==> config.mk <==
export PLATFORM = sky130hd
export DESIGN_NAME = aes128_key_schedule
export DESIGN_NICKNAME = d
export VERILOG_FILES = /design/src/rtl/aks_pkg.sv /design/src/rtl/aes128_key_schedule.sv /design/src/rtl/aks_ram.sv /design/src/rtl/aks_expand.sv
export SDC_FILE = /design/constraint.sdc
export NUM_CORES = 2
export LEC_CHECK = 0
export ABC_AREA = 1
export CAP_MARGIN = 20
export CORE_UTILIZATION = 31
export CTS_CLUSTER_DIAMETER = 150
export CTS_CLUSTER_SIZE = 8
export DETAILED_ROUTE_END_ITERATION = 7
export DONT_BUFFER_PORTS = 1
export SYNTH_ARGS = -nofsm -noshare
export SYNTH_HDL_FRONTEND = slang
export SYNTH_SLANG_ARGS = --single-unit
==> constraint.sdc <==
create_clock -name clock -period 29.2 [get_ports clock]
set_clock_uncertainty 0.1 [all_clocks]
set_input_delay 2.92 -clock clock [delete_from_list [all_inputs] [get_ports clock]]
set_output_delay 2.92 -clock clock [all_outputs]
set_load 0.02 [all_outputs]
==> src/rtl/aks_pkg.sv <==
// Shared types, constants and GF(2^8) helpers for the AES-128 key schedule.
package aks_pkg;

   localparam int KEY_BITS = 128;
   localparam int RK_COUNT = 11;           // forward round keys 0..10
   localparam logic [4:0] FWD_LAST  = 5'd10;
   localparam logic [4:0] INV_FIRST = 5'd11;
   localparam logic [4:0] LAST_SLOT = 5'd20;
   localparam logic [4:0] SLOT_END  = 5'd21;
   localparam logic [7:0] RCON_INIT = 8'h01;
   localparam logic [7:0] GF_POLY   = 8'h1b;

   typedef enum logic [1:0] {
      ST_IDLE,
      ST_FWD,
      ST_INV
   } seq_state_type;

   typedef struct packed {
      logic load;   // take a new cipher key, rcon back to 1
      logic step;   // advance to the next round key
   } expand_ctl_type;

   localparam logic [7:0] SBOX [256] = '{
      8'h63, 8'h7c, 8'h77, 8'h7b, 8'hf2, 8'h6b, 8'h6f, 8'hc5,
      8'h30, 8'h01, 8'h67, 8'h2b, 8'hfe, 8'hd7, 8'hab, 8'h76,
      8'hca, 8'h82, 8'hc9, 8'h7d, 8'hfa, 8'h59, 8'h47, 8'hf0,
      8'had, 8'hd4, 8'ha2, 8'haf, 8'h9c, 8'ha4, 8'h72, 8'hc0,
      8'hb7, 8'hfd, 8'h93, 8'h26, 8'h36, 8'h3f, 8'hf7, 8'hcc,
      8'h34, 8'ha5, 8'he5, 8'hf1, 8'h71, 8'hd8, 8'h31, 8'h15,
      8'h04, 8'hc7, 8'h23, 8'hc3, 8'h18, 8'h96, 8'h05, 8'h9a,
      8'h07, 8'h12, 8'h80, 8'he2, 8'heb, 8'h27, 8'hb2, 8'h75,
      8'h09, 8'h83, 8'h2c, 8'h1a, 8'h1b, 8'h6e, 8'h5a, 8'ha0,
      8'h52, 8'h3b, 8'hd6, 8'hb3, 8'h29, 8'he3, 8'h2f, 8'h84,
      8'h53, 8'hd1, 8'h00, 8'hed, 8'h20, 8'hfc, 8'hb1, 8'h5b,
      8'h6a, 8'hcb, 8'hbe, 8'h39, 8'h4a, 8'h4c, 8'h58, 8'hcf,
      8'hd0, 8'hef, 8'haa, 8'hfb, 8'h43, 8'h4d, 8'h33, 8'h85,
      8'h45, 8'hf9, 8'h02, 8'h7f, 8'h50, 8'h3c, 8'h9f, 8'ha8,
      8'h51, 8'ha3, 8'h40, 8'h8f, 8'h92, 8'h9d, 8'h38, 8'hf5,
      8'hbc, 8'hb6, 8'hda, 8'h21, 8'h10, 8'hff, 8'hf3, 8'hd2,
      8'hcd, 8'h0c, 8'h13, 8'hec, 8'h5f, 8'h97, 8'h44, 8'h17,
      8'hc4, 8'ha7, 8'h7e, 8'h3d, 8'h64, 8'h5d, 8'h19, 8'h73,
      8'h60, 8'h81, 8'h4f, 8'hdc, 8'h22, 8'h2a, 8'h90, 8'h88,
      8'h46, 8'hee, 8'hb8, 8'h14, 8'hde, 8'h5e, 8'h0b, 8'hdb,
      8'he0, 8'h32, 8'h3a, 8'h0a, 8'h49, 8'h06, 8'h24, 8'h5c,
      8'hc2, 8'hd3, 8'hac, 8'h62, 8'h91, 8'h95, 8'he4, 8'h79,
      8'he7, 8'hc8, 8'h37, 8'h6d, 8'h8d, 8'hd5, 8'h4e, 8'ha9,
      8'h6c, 8'h56, 8'hf4, 8'hea, 8'h65, 8'h7a, 8'hae, 8'h08,
      8'hba, 8'h78, 8'h25, 8'h2e, 8'h1c, 8'ha6, 8'hb4, 8'hc6,
      8'he8, 8'hdd, 8'h74, 8'h1f, 8'h4b, 8'hbd, 8'h8b, 8'h8a,
      8'h70, 8'h3e, 8'hb5, 8'h66, 8'h48, 8'h03, 8'hf6, 8'h0e,
      8'h61, 8'h35, 8'h57, 8'hb9, 8'h86, 8'hc1, 8'h1d, 8'h9e,
      8'he1, 8'hf8, 8'h98, 8'h11, 8'h69, 8'hd9, 8'h8e, 8'h94,
      8'h9b, 8'h1e, 8'h87, 8'he9, 8'hce, 8'h55, 8'h28, 8'hdf,
      8'h8c, 8'ha1, 8'h89, 8'h0d, 8'hbf, 8'he6, 8'h42, 8'h68,
      8'h41, 8'h99, 8'h2d, 8'h0f, 8'hb0, 8'h54, 8'hbb, 8'h16
   };

   function automatic logic [7:0] sbox(input logic [7:0] v);
      return SBOX[v];
   endfunction

   function automatic logic [7:0] xtime(input logic [7:0] a);
      return {a[6:0], 1'b0} ^ (a[7] ? GF_POLY : 8'h00);
   endfunction

   // InvMixColumns of one column, a0 in the top byte
   function automatic logic [31:0] inv_mix_col(input logic [31:0] col);
      logic [7:0] a [4];
      logic [7:0] m2 [4];
      logic [7:0] m4 [4];
      logic [7:0] m8 [4];
      logic [7:0] m9 [4];
      logic [7:0] mb [4];
      logic [7:0] md [4];
      logic [7:0] me [4];
      for (int i = 0; i < 4; i++) begin
         a[i]  = col[31-8*i -: 8];
         m2[i] = xtime(a[i]);
         m4[i] = xtime(m2[i]);
         m8[i] = xtime(m4[i]);
         m9[i] = m8[i] ^ a[i];
         mb[i] = m8[i] ^ m2[i] ^ a[i];
         md[i] = m8[i] ^ m4[i] ^ a[i];
         me[i] = m8[i] ^ m4[i] ^ m2[i];
      end
      return {me[0] ^ mb[1] ^ md[2] ^ m9[3],
              m9[0] ^ me[1] ^ mb[2] ^ md[3],
              md[0] ^ m9[1] ^ me[2] ^ mb[3],
              mb[0] ^ md[1] ^ m9[2] ^ me[3]};
   endfunction

   function automatic logic [KEY_BITS-1:0] inv_mix(input logic [KEY_BITS-1:0] w);
      logic [KEY_BITS-1:0] r;
      for (int c = 0; c < 4; c++) begin
         r[127-32*c -: 32] = inv_mix_col(w[127-32*c -: 32]);
      end
      return r;
   endfunction

   // one step of the forward expansion; byte 0 sits in the top bits
   function automatic logic [KEY_BITS-1:0] next_round_key(input logic [KEY_BITS-1:0] p,
                                                          input logic [7:0] rcon);
      logic [31:0] t;
      logic [31:0] q0;
      logic [31:0] q1;
      logic [31:0] q2;
      logic [31:0] q3;
      t  = {sbox(p[23:16]) ^ rcon, sbox(p[15:8]), sbox(p[7:0]), sbox(p[31:24])};
      q0 = p[127:96] ^ t;
      q1 = p[95:64] ^ q0;
      q2 = p[63:32] ^ q1;
      q3 = p[31:0] ^ q2;
      return {q0, q1, q2, q3};
   endfunction

endpackage

==> src/rtl/aes128_key_schedule.sv <==
// Top level of the AES-128 key schedule: sequencer, round key RAM, output register.
//
// Usage:
//  - req channel: one transaction carries a 128-bit cipher key. tdata[63:0] is
//    key_high (key bytes 0..7, byte 0 on top), tdata[127:64] is key_low.
//  - rsp channel: 21 transactions per key, slot 0..20. Slots 0..10 are the
//    forward round keys 0..10, slots 11..19 InvMixColumns of round keys 9
//    down to 1, slot 20 is round key 0 again. tlast marks slot 20.
//  - Forward keys come one per cycle from the expansion register while the
//    output is not stalled, and are written to an 11-entry round key RAM.
//    The inverse part reads that RAM back through its registered read and
//    runs InvMixColumns on the way out.
//  - A key goes into the expansion register, then slot 0 into the output
//    register. Without stalls one result leaves per cycle, except for a gap
//    at the turn from the forward to the inverse part while the first RAM
//    read is in flight; the next key can be taken in the cycle after slot 20 is loaded.
//  - req_tready is high only between schedules; the next key can be taken
//    while slot 20 still sits in the output register.
//  - A stalled rsp_tready holds the output register and the sequencer; no
//    word is dropped or repeated, and the RAM read data holds until used.
//  - Reset (synchronous) drops any schedule in progress and empties the
//    output register. The RAM needs no clearing: it is always written first.
module aes128_key_schedule (
   input  logic         clock,
   input  logic         reset,
   input  logic         req_tvalid,
   output logic         req_tready,
   input  logic [127:0] req_tdata,   // [63:0] key_high, [127:64] key_low
   output logic         rsp_tvalid,
   input  logic         rsp_tready,
   output logic [135:0] rsp_tdata,   // [4:0] slot, [68:5] word_high, [132:69] word_low
   output logic         rsp_tlast    // last
);
   import aks_pkg::*;

   localparam int RAM_AW = $clog2(RK_COUNT);

   seq_state_type state_ff;
   seq_state_type state_in;

   logic [4:0] slot_ff;      // slot of the next word to load into the output
   logic [4:0] slot_in;
   logic [4:0] rd_slot_ff;   // slot of the next RAM read
   logic [4:0] rd_slot_in;
   logic       rdv_ff;       // RAM read data holds an unused word
   logic       rdv_in;

   logic         rsp_valid_ff;
   logic         rsp_valid_in;
   logic [4:0]   rsp_slot_ff;
   logic [127:0] rsp_word_ff;
   logic         rsp_last_ff;

   logic         req_accept;
   logic         out_free;
   logic         fwd_emit;
   logic         inv_issue;
   logic         inv_consume;
   logic         out_load;
   logic [127:0] out_word;
   logic [127:0] round_key;
   logic [127:0] rd_data;
   logic [4:0]   rd_dist;

   expand_ctl_type expand_ctl;

   assign req_accept = req_tvalid && req_tready;
   assign out_free   = !rsp_valid_ff || rsp_tready;

   // next state
   always_comb begin
      state_in = state_ff;
      case (state_ff)
         ST_IDLE: begin
            if (req_accept) begin
               state_in = ST_FWD;
            end
         end
         ST_FWD: begin
            if (fwd_emit && (slot_ff == FWD_LAST)) begin
               state_in = ST_INV;
            end
         end
         ST_INV: begin
            if (inv_consume && (slot_ff == LAST_SLOT)) begin
               state_in = ST_IDLE;
            end
         end
         default: state_in = ST_IDLE;
      endcase
   end

   // state outputs
   always_comb begin
      req_tready  = 1'b0;
      fwd_emit    = 1'b0;
      inv_consume = 1'b0;
      inv_issue   = 1'b0;
      case (state_ff)
         ST_IDLE: req_tready = 1'b1;
         ST_FWD:  fwd_emit = out_free;
         ST_INV: begin
            inv_consume = rdv_ff && out_free;
            inv_issue   = (rd_slot_ff != SLOT_END) && (!rdv_ff || (rdv_ff && out_free));
         end
         default: req_tready = 1'b0;
      endcase
   end

   assign out_load = fwd_emit || inv_consume;

   assign expand_ctl.load = req_accept;
   assign expand_ctl.step = fwd_emit;

   // key_high goes on top so key byte 0 lands in the top bits
   aks_expand u_expand (
      .clock     (clock),
      .ctl       (expand_ctl),
      .key       ({req_tdata[63:0], req_tdata[127:64]}),
      .round_key (round_key)
   );

   // slot s of the inverse part reads round key 20 - s
   assign rd_dist = LAST_SLOT - rd_slot_ff;

   aks_ram #(
      .WIDTH (KEY_BITS),
      .DEPTH (RK_COUNT)
   ) u_rk_ram (
      .clock (clock),
      .we    (fwd_emit),
      .waddr (slot_ff[RAM_AW-1:0]),
      .wdata (round_key),
      .re    (inv_issue),
      .raddr (rd_dist[RAM_AW-1:0]),
      .rdata (rd_data)
   );

   // sequencer counters
   always_comb begin
      slot_in    = slot_ff;
      rd_slot_in = rd_slot_ff;
      rdv_in     = rdv_ff;
      if (req_accept) begin
         slot_in = 5'd0;
         rdv_in  = 1'b0;
      end else if (out_load) begin
         slot_in = slot_ff + 5'd1;
      end
      if (fwd_emit && (slot_ff == FWD_LAST)) begin
         rd_slot_in = INV_FIRST;
      end else if (inv_issue) begin
         rd_slot_in = rd_slot_ff + 5'd1;
      end
      if (state_ff == ST_INV) begin
         rdv_in = inv_issue || (rdv_ff && !inv_consume);
      end
   end

   // round key 0 goes out unchanged at the end
   assign out_word = (state_ff == ST_FWD)    ? round_key :
                     (slot_ff == LAST_SLOT)  ? rd_data   : inv_mix(rd_data);

   assign rsp_valid_in = out_load || (rsp_valid_ff && !rsp_tready);

   always_ff @(posedge clock) begin
      if (reset) begin
         state_ff     <= ST_IDLE;
         slot_ff      <= 5'd0;
         rd_slot_ff   <= SLOT_END;
         rdv_ff       <= 1'b0;
         rsp_valid_ff <= 1'b0;
      end else begin
         state_ff     <= state_in;
         slot_ff      <= slot_in;
         rd_slot_ff   <= rd_slot_in;
         rdv_ff       <= rdv_in;
         rsp_valid_ff <= rsp_valid_in;
      end
   end

   always_ff @(posedge clock) begin
      if (out_load) begin
         rsp_slot_ff <= slot_ff;
         rsp_word_ff <= out_word;
         rsp_last_ff <= (slot_ff == LAST_SLOT);
      end
   end

   assign rsp_tvalid = rsp_valid_ff;
   assign rsp_tdata  = {3'b000, rsp_word_ff[63:0], rsp_word_ff[127:64], rsp_slot_ff};
   assign rsp_tlast  = rsp_last_ff;

endmodule

==> src/rtl/aks_ram.sv <==
// Generic simple dual-port RAM with registered read.
module aks_ram #(
   parameter int WIDTH = 128,
   parameter int DEPTH = 11
) (
   input  logic                                     clock,
   input  logic                                     we,
   input  logic [((DEPTH > 1) ? $clog2(DEPTH) : 1)-1:0] waddr,
   input  logic [WIDTH-1:0]                         wdata,
   input  logic                                     re,
   input  logic [((DEPTH > 1) ? $clog2(DEPTH) : 1)-1:0] raddr,
   output logic [WIDTH-1:0]                         rdata
);

   logic [WIDTH-1:0] mem_ff [DEPTH];
   logic [WIDTH-1:0] rdata_ff;

   always_ff @(posedge clock) begin
      if (we) begin
         mem_ff[waddr] <= wdata;
      end
      if (re) begin
         rdata_ff <= mem_ff[raddr];
      end
   end

   assign rdata = rdata_ff;

endmodule

==> src/rtl/aks_expand.sv <==
// Forward key expansion: current round key and round constant registers.
module aks_expand (
   input  logic                    clock,
   input  aks_pkg::expand_ctl_type ctl,
   input  logic [127:0]            key,
   output logic [127:0]            round_key
);
   import aks_pkg::*;

   logic [KEY_BITS-1:0] rk_ff;
   logic [KEY_BITS-1:0] rk_in;
   logic [7:0]          rcon_ff;
   logic [7:0]          rcon_in;

   always_comb begin
      rk_in   = rk_ff;
      rcon_in = rcon_ff;
      if (ctl.load) begin
         rk_in   = key;
         rcon_in = RCON_INIT;
      end else if (ctl.step) begin
         rk_in   = next_round_key(rk_ff, rcon_ff);
         rcon_in = xtime(rcon_ff);
      end
   end

   always_ff @(posedge clock) begin
      rk_ff   <= rk_in;
      rcon_ff <= rcon_in;
   end

   assign round_key = rk_ff;

endmodule

==> impl_metrics.json <==
{
  "run_status": "finished, violations left",
  "violations": "design-rule violations",
  "antenna_found_initial": 104,
  "ios": 271,
  "cts_made_buffers": 277,
  "hold_violations": 0,
  "fmax_mhz": 182,
  "setup_viol": 0,
  "core_sq_mm": 0.306,
  "final_cell_mix": "edfxtp_1, nand2_1, nand3_1, nor2_1, o21ai_0",
  "cts_tree": "yes",
  "synth_edf_count": 1798,
  "hpwl_microns": 252000,
  "syn-cell-area_sq_mm": 0.0954,
  "die-area_sq_mm": 0.310,
  "gr-usage-met2_pct": 35.3,
  "grt_pass1_vias": 69659,
  "drive_gt1_share_pct": 6.59,
  "gp_congestion": 0.969,
  "rsz0062_at_grt": "no",
  "post-route-period-util_pct": 18.8,
  "worst-slew-pin-transition_ns": 1.38,
  "num_vias": 75750,
  "ir_drop_v": 0.0000511,
  "end_kind": "flip-flop",
  "synthCells": 9435,
  "clock_latency_ns": 0.90,
  "ys_types": 51,
  "clock_path_buffers": 4,
  "globalRouteTotalUtil_pct": 23.5,
  "via_per_inst": 5.64,
  "period_needed_ns": 5.50,
  "postLayoutCellArea_sq_mm": 0.106,
  "tns_ns": 0,
  "area_growth_pct": 11.6,
  "post_cts_buffers": 0,
  "path_class": "reg2reg",
  "arrival_ns": 6.08,
  "startpoint_type": "flip-flop",
  "cts_hold_buf": 0,
  "drt_iter0_drc": 10877,
  "met1_usage_pct": 30.4,
  "busiest_layer": "met2",
  "start_util_pct": 31.2,
  "hold_path_class": "reg2reg",
  "power_density_mw_per_mm2": 88.8,
  "dr.pass1.iters": 8,
  "synthArstFlopShare_pct": 0,
  "yosysSeqAreaShare_pct": 57.1,
  "slew_violations": 0,
  "h-tree-depth": 5,
  "wire_per_inst_microns": 28.1,
  "maxCapViolCount": 0,
  "ant_nets": 0,
  "layout_commonest_cell": "edfxtp_1",
  "routed_wl_microns": 378000,
  "leakagePower_nw": 37.8,
  "cts_resized": 0,
  "overflow": 0,
  "ys_ff_latch": 1820,
  "syn_area_per_cell_sq_um": 10.1,
  "use_met3_pct": 4.66,
  "dieWidth_microns": 557,
  "required_ns": 29.79,
  "rows": 203,
  "grt_pass1_wl_microns": 526000,
  "clock-sinks": 1820,
  "drc": 2,
  "die_h_microns": 557,
  "portBuffers": 0,
  "nets": 9417,
  "synth_flop_cell": "edfxtp_1",
  "cp_max_fo": 120,
  "timing.slew.headroom_pct": 8.22,
  "clkTransAtPathRegs_ns": 0.05,
  "place_area_sq_mm": 0.0990,
  "grt_max_degree": 234,
  "root_buffer": "clkbuf_16",
  "ys_warn_count": 0
}
metal layers:
metal | share of wire [%] | vias up
li1 | - | 32963
met1 | 39 | 37039
met2 | 44 | 4859
met3 | 10 | 861
met4 | 7.2 | 28
met5 | 0.046 | -
power breakdown:
group	leakage [nW]	internal, W	switching [W]	total, W
sequential	16.5	0.00329	0.000345	0.00364
clock	3.55	0.00170	0.00107	0.00278
combinational	17.7	0.000695	0.00235	0.00304
total	37.8	0.00569	0.00376	0.00945
path summary, 6_finish.rpt:
check / endpoint / slack (ns) / cells after the start / startpoint
worst max-delay path: u_rk_ram.rdata[60] / 23.70 / 9 / rd_slot_ff[0]
worst min-delay path: u_expand.rcon_ff[5] / 0.45 / 2 / u_expand.rcon_ff[4]
worst max register to register: u_rk_ram.rdata[60] / 23.70 / 9 / rd_slot_ff[0]
worst min register to register: u_expand.rcon_ff[5] / 0.45 / 2 / u_expand.rcon_ff[4]
cells in the mapped netlist (22+ instances only):
cell type | count | area (sq um)
o211ai_1 | 169 | 1270
o31ai_1 | 129 | 968
a21oi_1 | 252 | 1260
a31oi_1 | 97 | 607
o221ai_1 | 191 | 1670
nor2_1 | 986 | 3700
buf_4 | 43 | 323
xnor2_1 | 342 | 3000
xnor2_2 | 31 | 504
o22ai_1 | 100 | 626
nand3_1 | 1193 | 5970
dfxtp_1 | 22 | 440
inv_1 | 302 | 1130
edfxtp_1 | 1798 | 54000
nand4_1 | 27 | 169
o21ai_0 | 726 | 3630
xor2_1 | 543 | 4760
inv_2 | 30 | 113
clkbuf_1 | 412 | 1550
buf_2 | 117 | 586
buf_1 | 45 | 169
ha_1 | 67 | 838
nand2_2 | 34 | 213
nand2_1 | 1613 | 6050
flip-flops by register name, summed over array words and instances, names as in the netlist:
| register | flops |
|---|---|
| u_expand.round_key | 128 |
| state_ff | 2 |
| rsp_tlast | 1 |
| u_rk_ram.mem_ff | 1408 |
| rdv_ff | 1 |
| rsp_word_ff | 128 |
| slot_ff | 5 |
| rsp_tvalid | 1 |
| u_rk_ram.rdata | 128 |
| rsp_slot_ff | 5 |
| rd_slot_ff | 5 |
| u_expand.rcon_ff | 8 |
critical path, stage by stage (launching register included):
cell	delay, ns
dfxtp_4	0.82
inv_8	0.37
ha_4	0.62
inv_8	0.63
buf_4	0.88
buf_4	0.79
o21ai_0	0.26
o221ai_1	0.24
o211ai_1	0.17
o31ai_1	0.14
cells by family (layout without fill, tap and decap cells):
| logic type | count (synthesis) | count (layout) | share of synthesized area (%) |
|---|---|---|---|
| adder cells (fa/ha/maj) | 67 | 67 | 0.879 |
| buffers and inverters | 976 | 787 | 4.27 |
| AND/OR/NAND/NOR | 3901 | 3901 | 17.2 |
| AO/OA/AOI/OAI | 1705 | 1705 | 10.8 |
| flip-flops | 1820 | 1820 | 57.1 |
| multiplexers | 1 | 1 | 0.0105 |
| other | 1 | 75 | 0.00393 |
| XOR/XNOR | 964 | 964 | 9.79 |
through the flow:
stage | hold WS [ns] | cells | utilization [%] | worst slack, ns | total power, W
global route | 0.474 | 13410 | 34.8 | 23.46 | 0.00975
CTS | 0.443 | 13347 | 34.7 | 23.76 | 0.00934
floorplan | 0.308 | 9437 | - | 15.01 | 0.00529
global placement | 0.405 | 13037 | 32.3 | 22.97 | 0.00656
detailed placement | 0.432 | 13038 | 32.4 | 22.87 | 0.00658
finish | 0.446 | 13420 | 34.8 | 23.70 | 0.00945
final cells by class:
cell class / count / area (sq um)
multi-input combinational: 6641 / 37000
fill: 30312 / 200000
clock buffer: 300 / 7120
sequential: 1820 / 54400
clock inverter: 9 / 108
inverter: 342 / 1330
antenna: 72 / 180
tap: 4100 / 5130
timing repair buffer: 136 / 1120
Note: power is estimated with default switching activity, not from simulation.
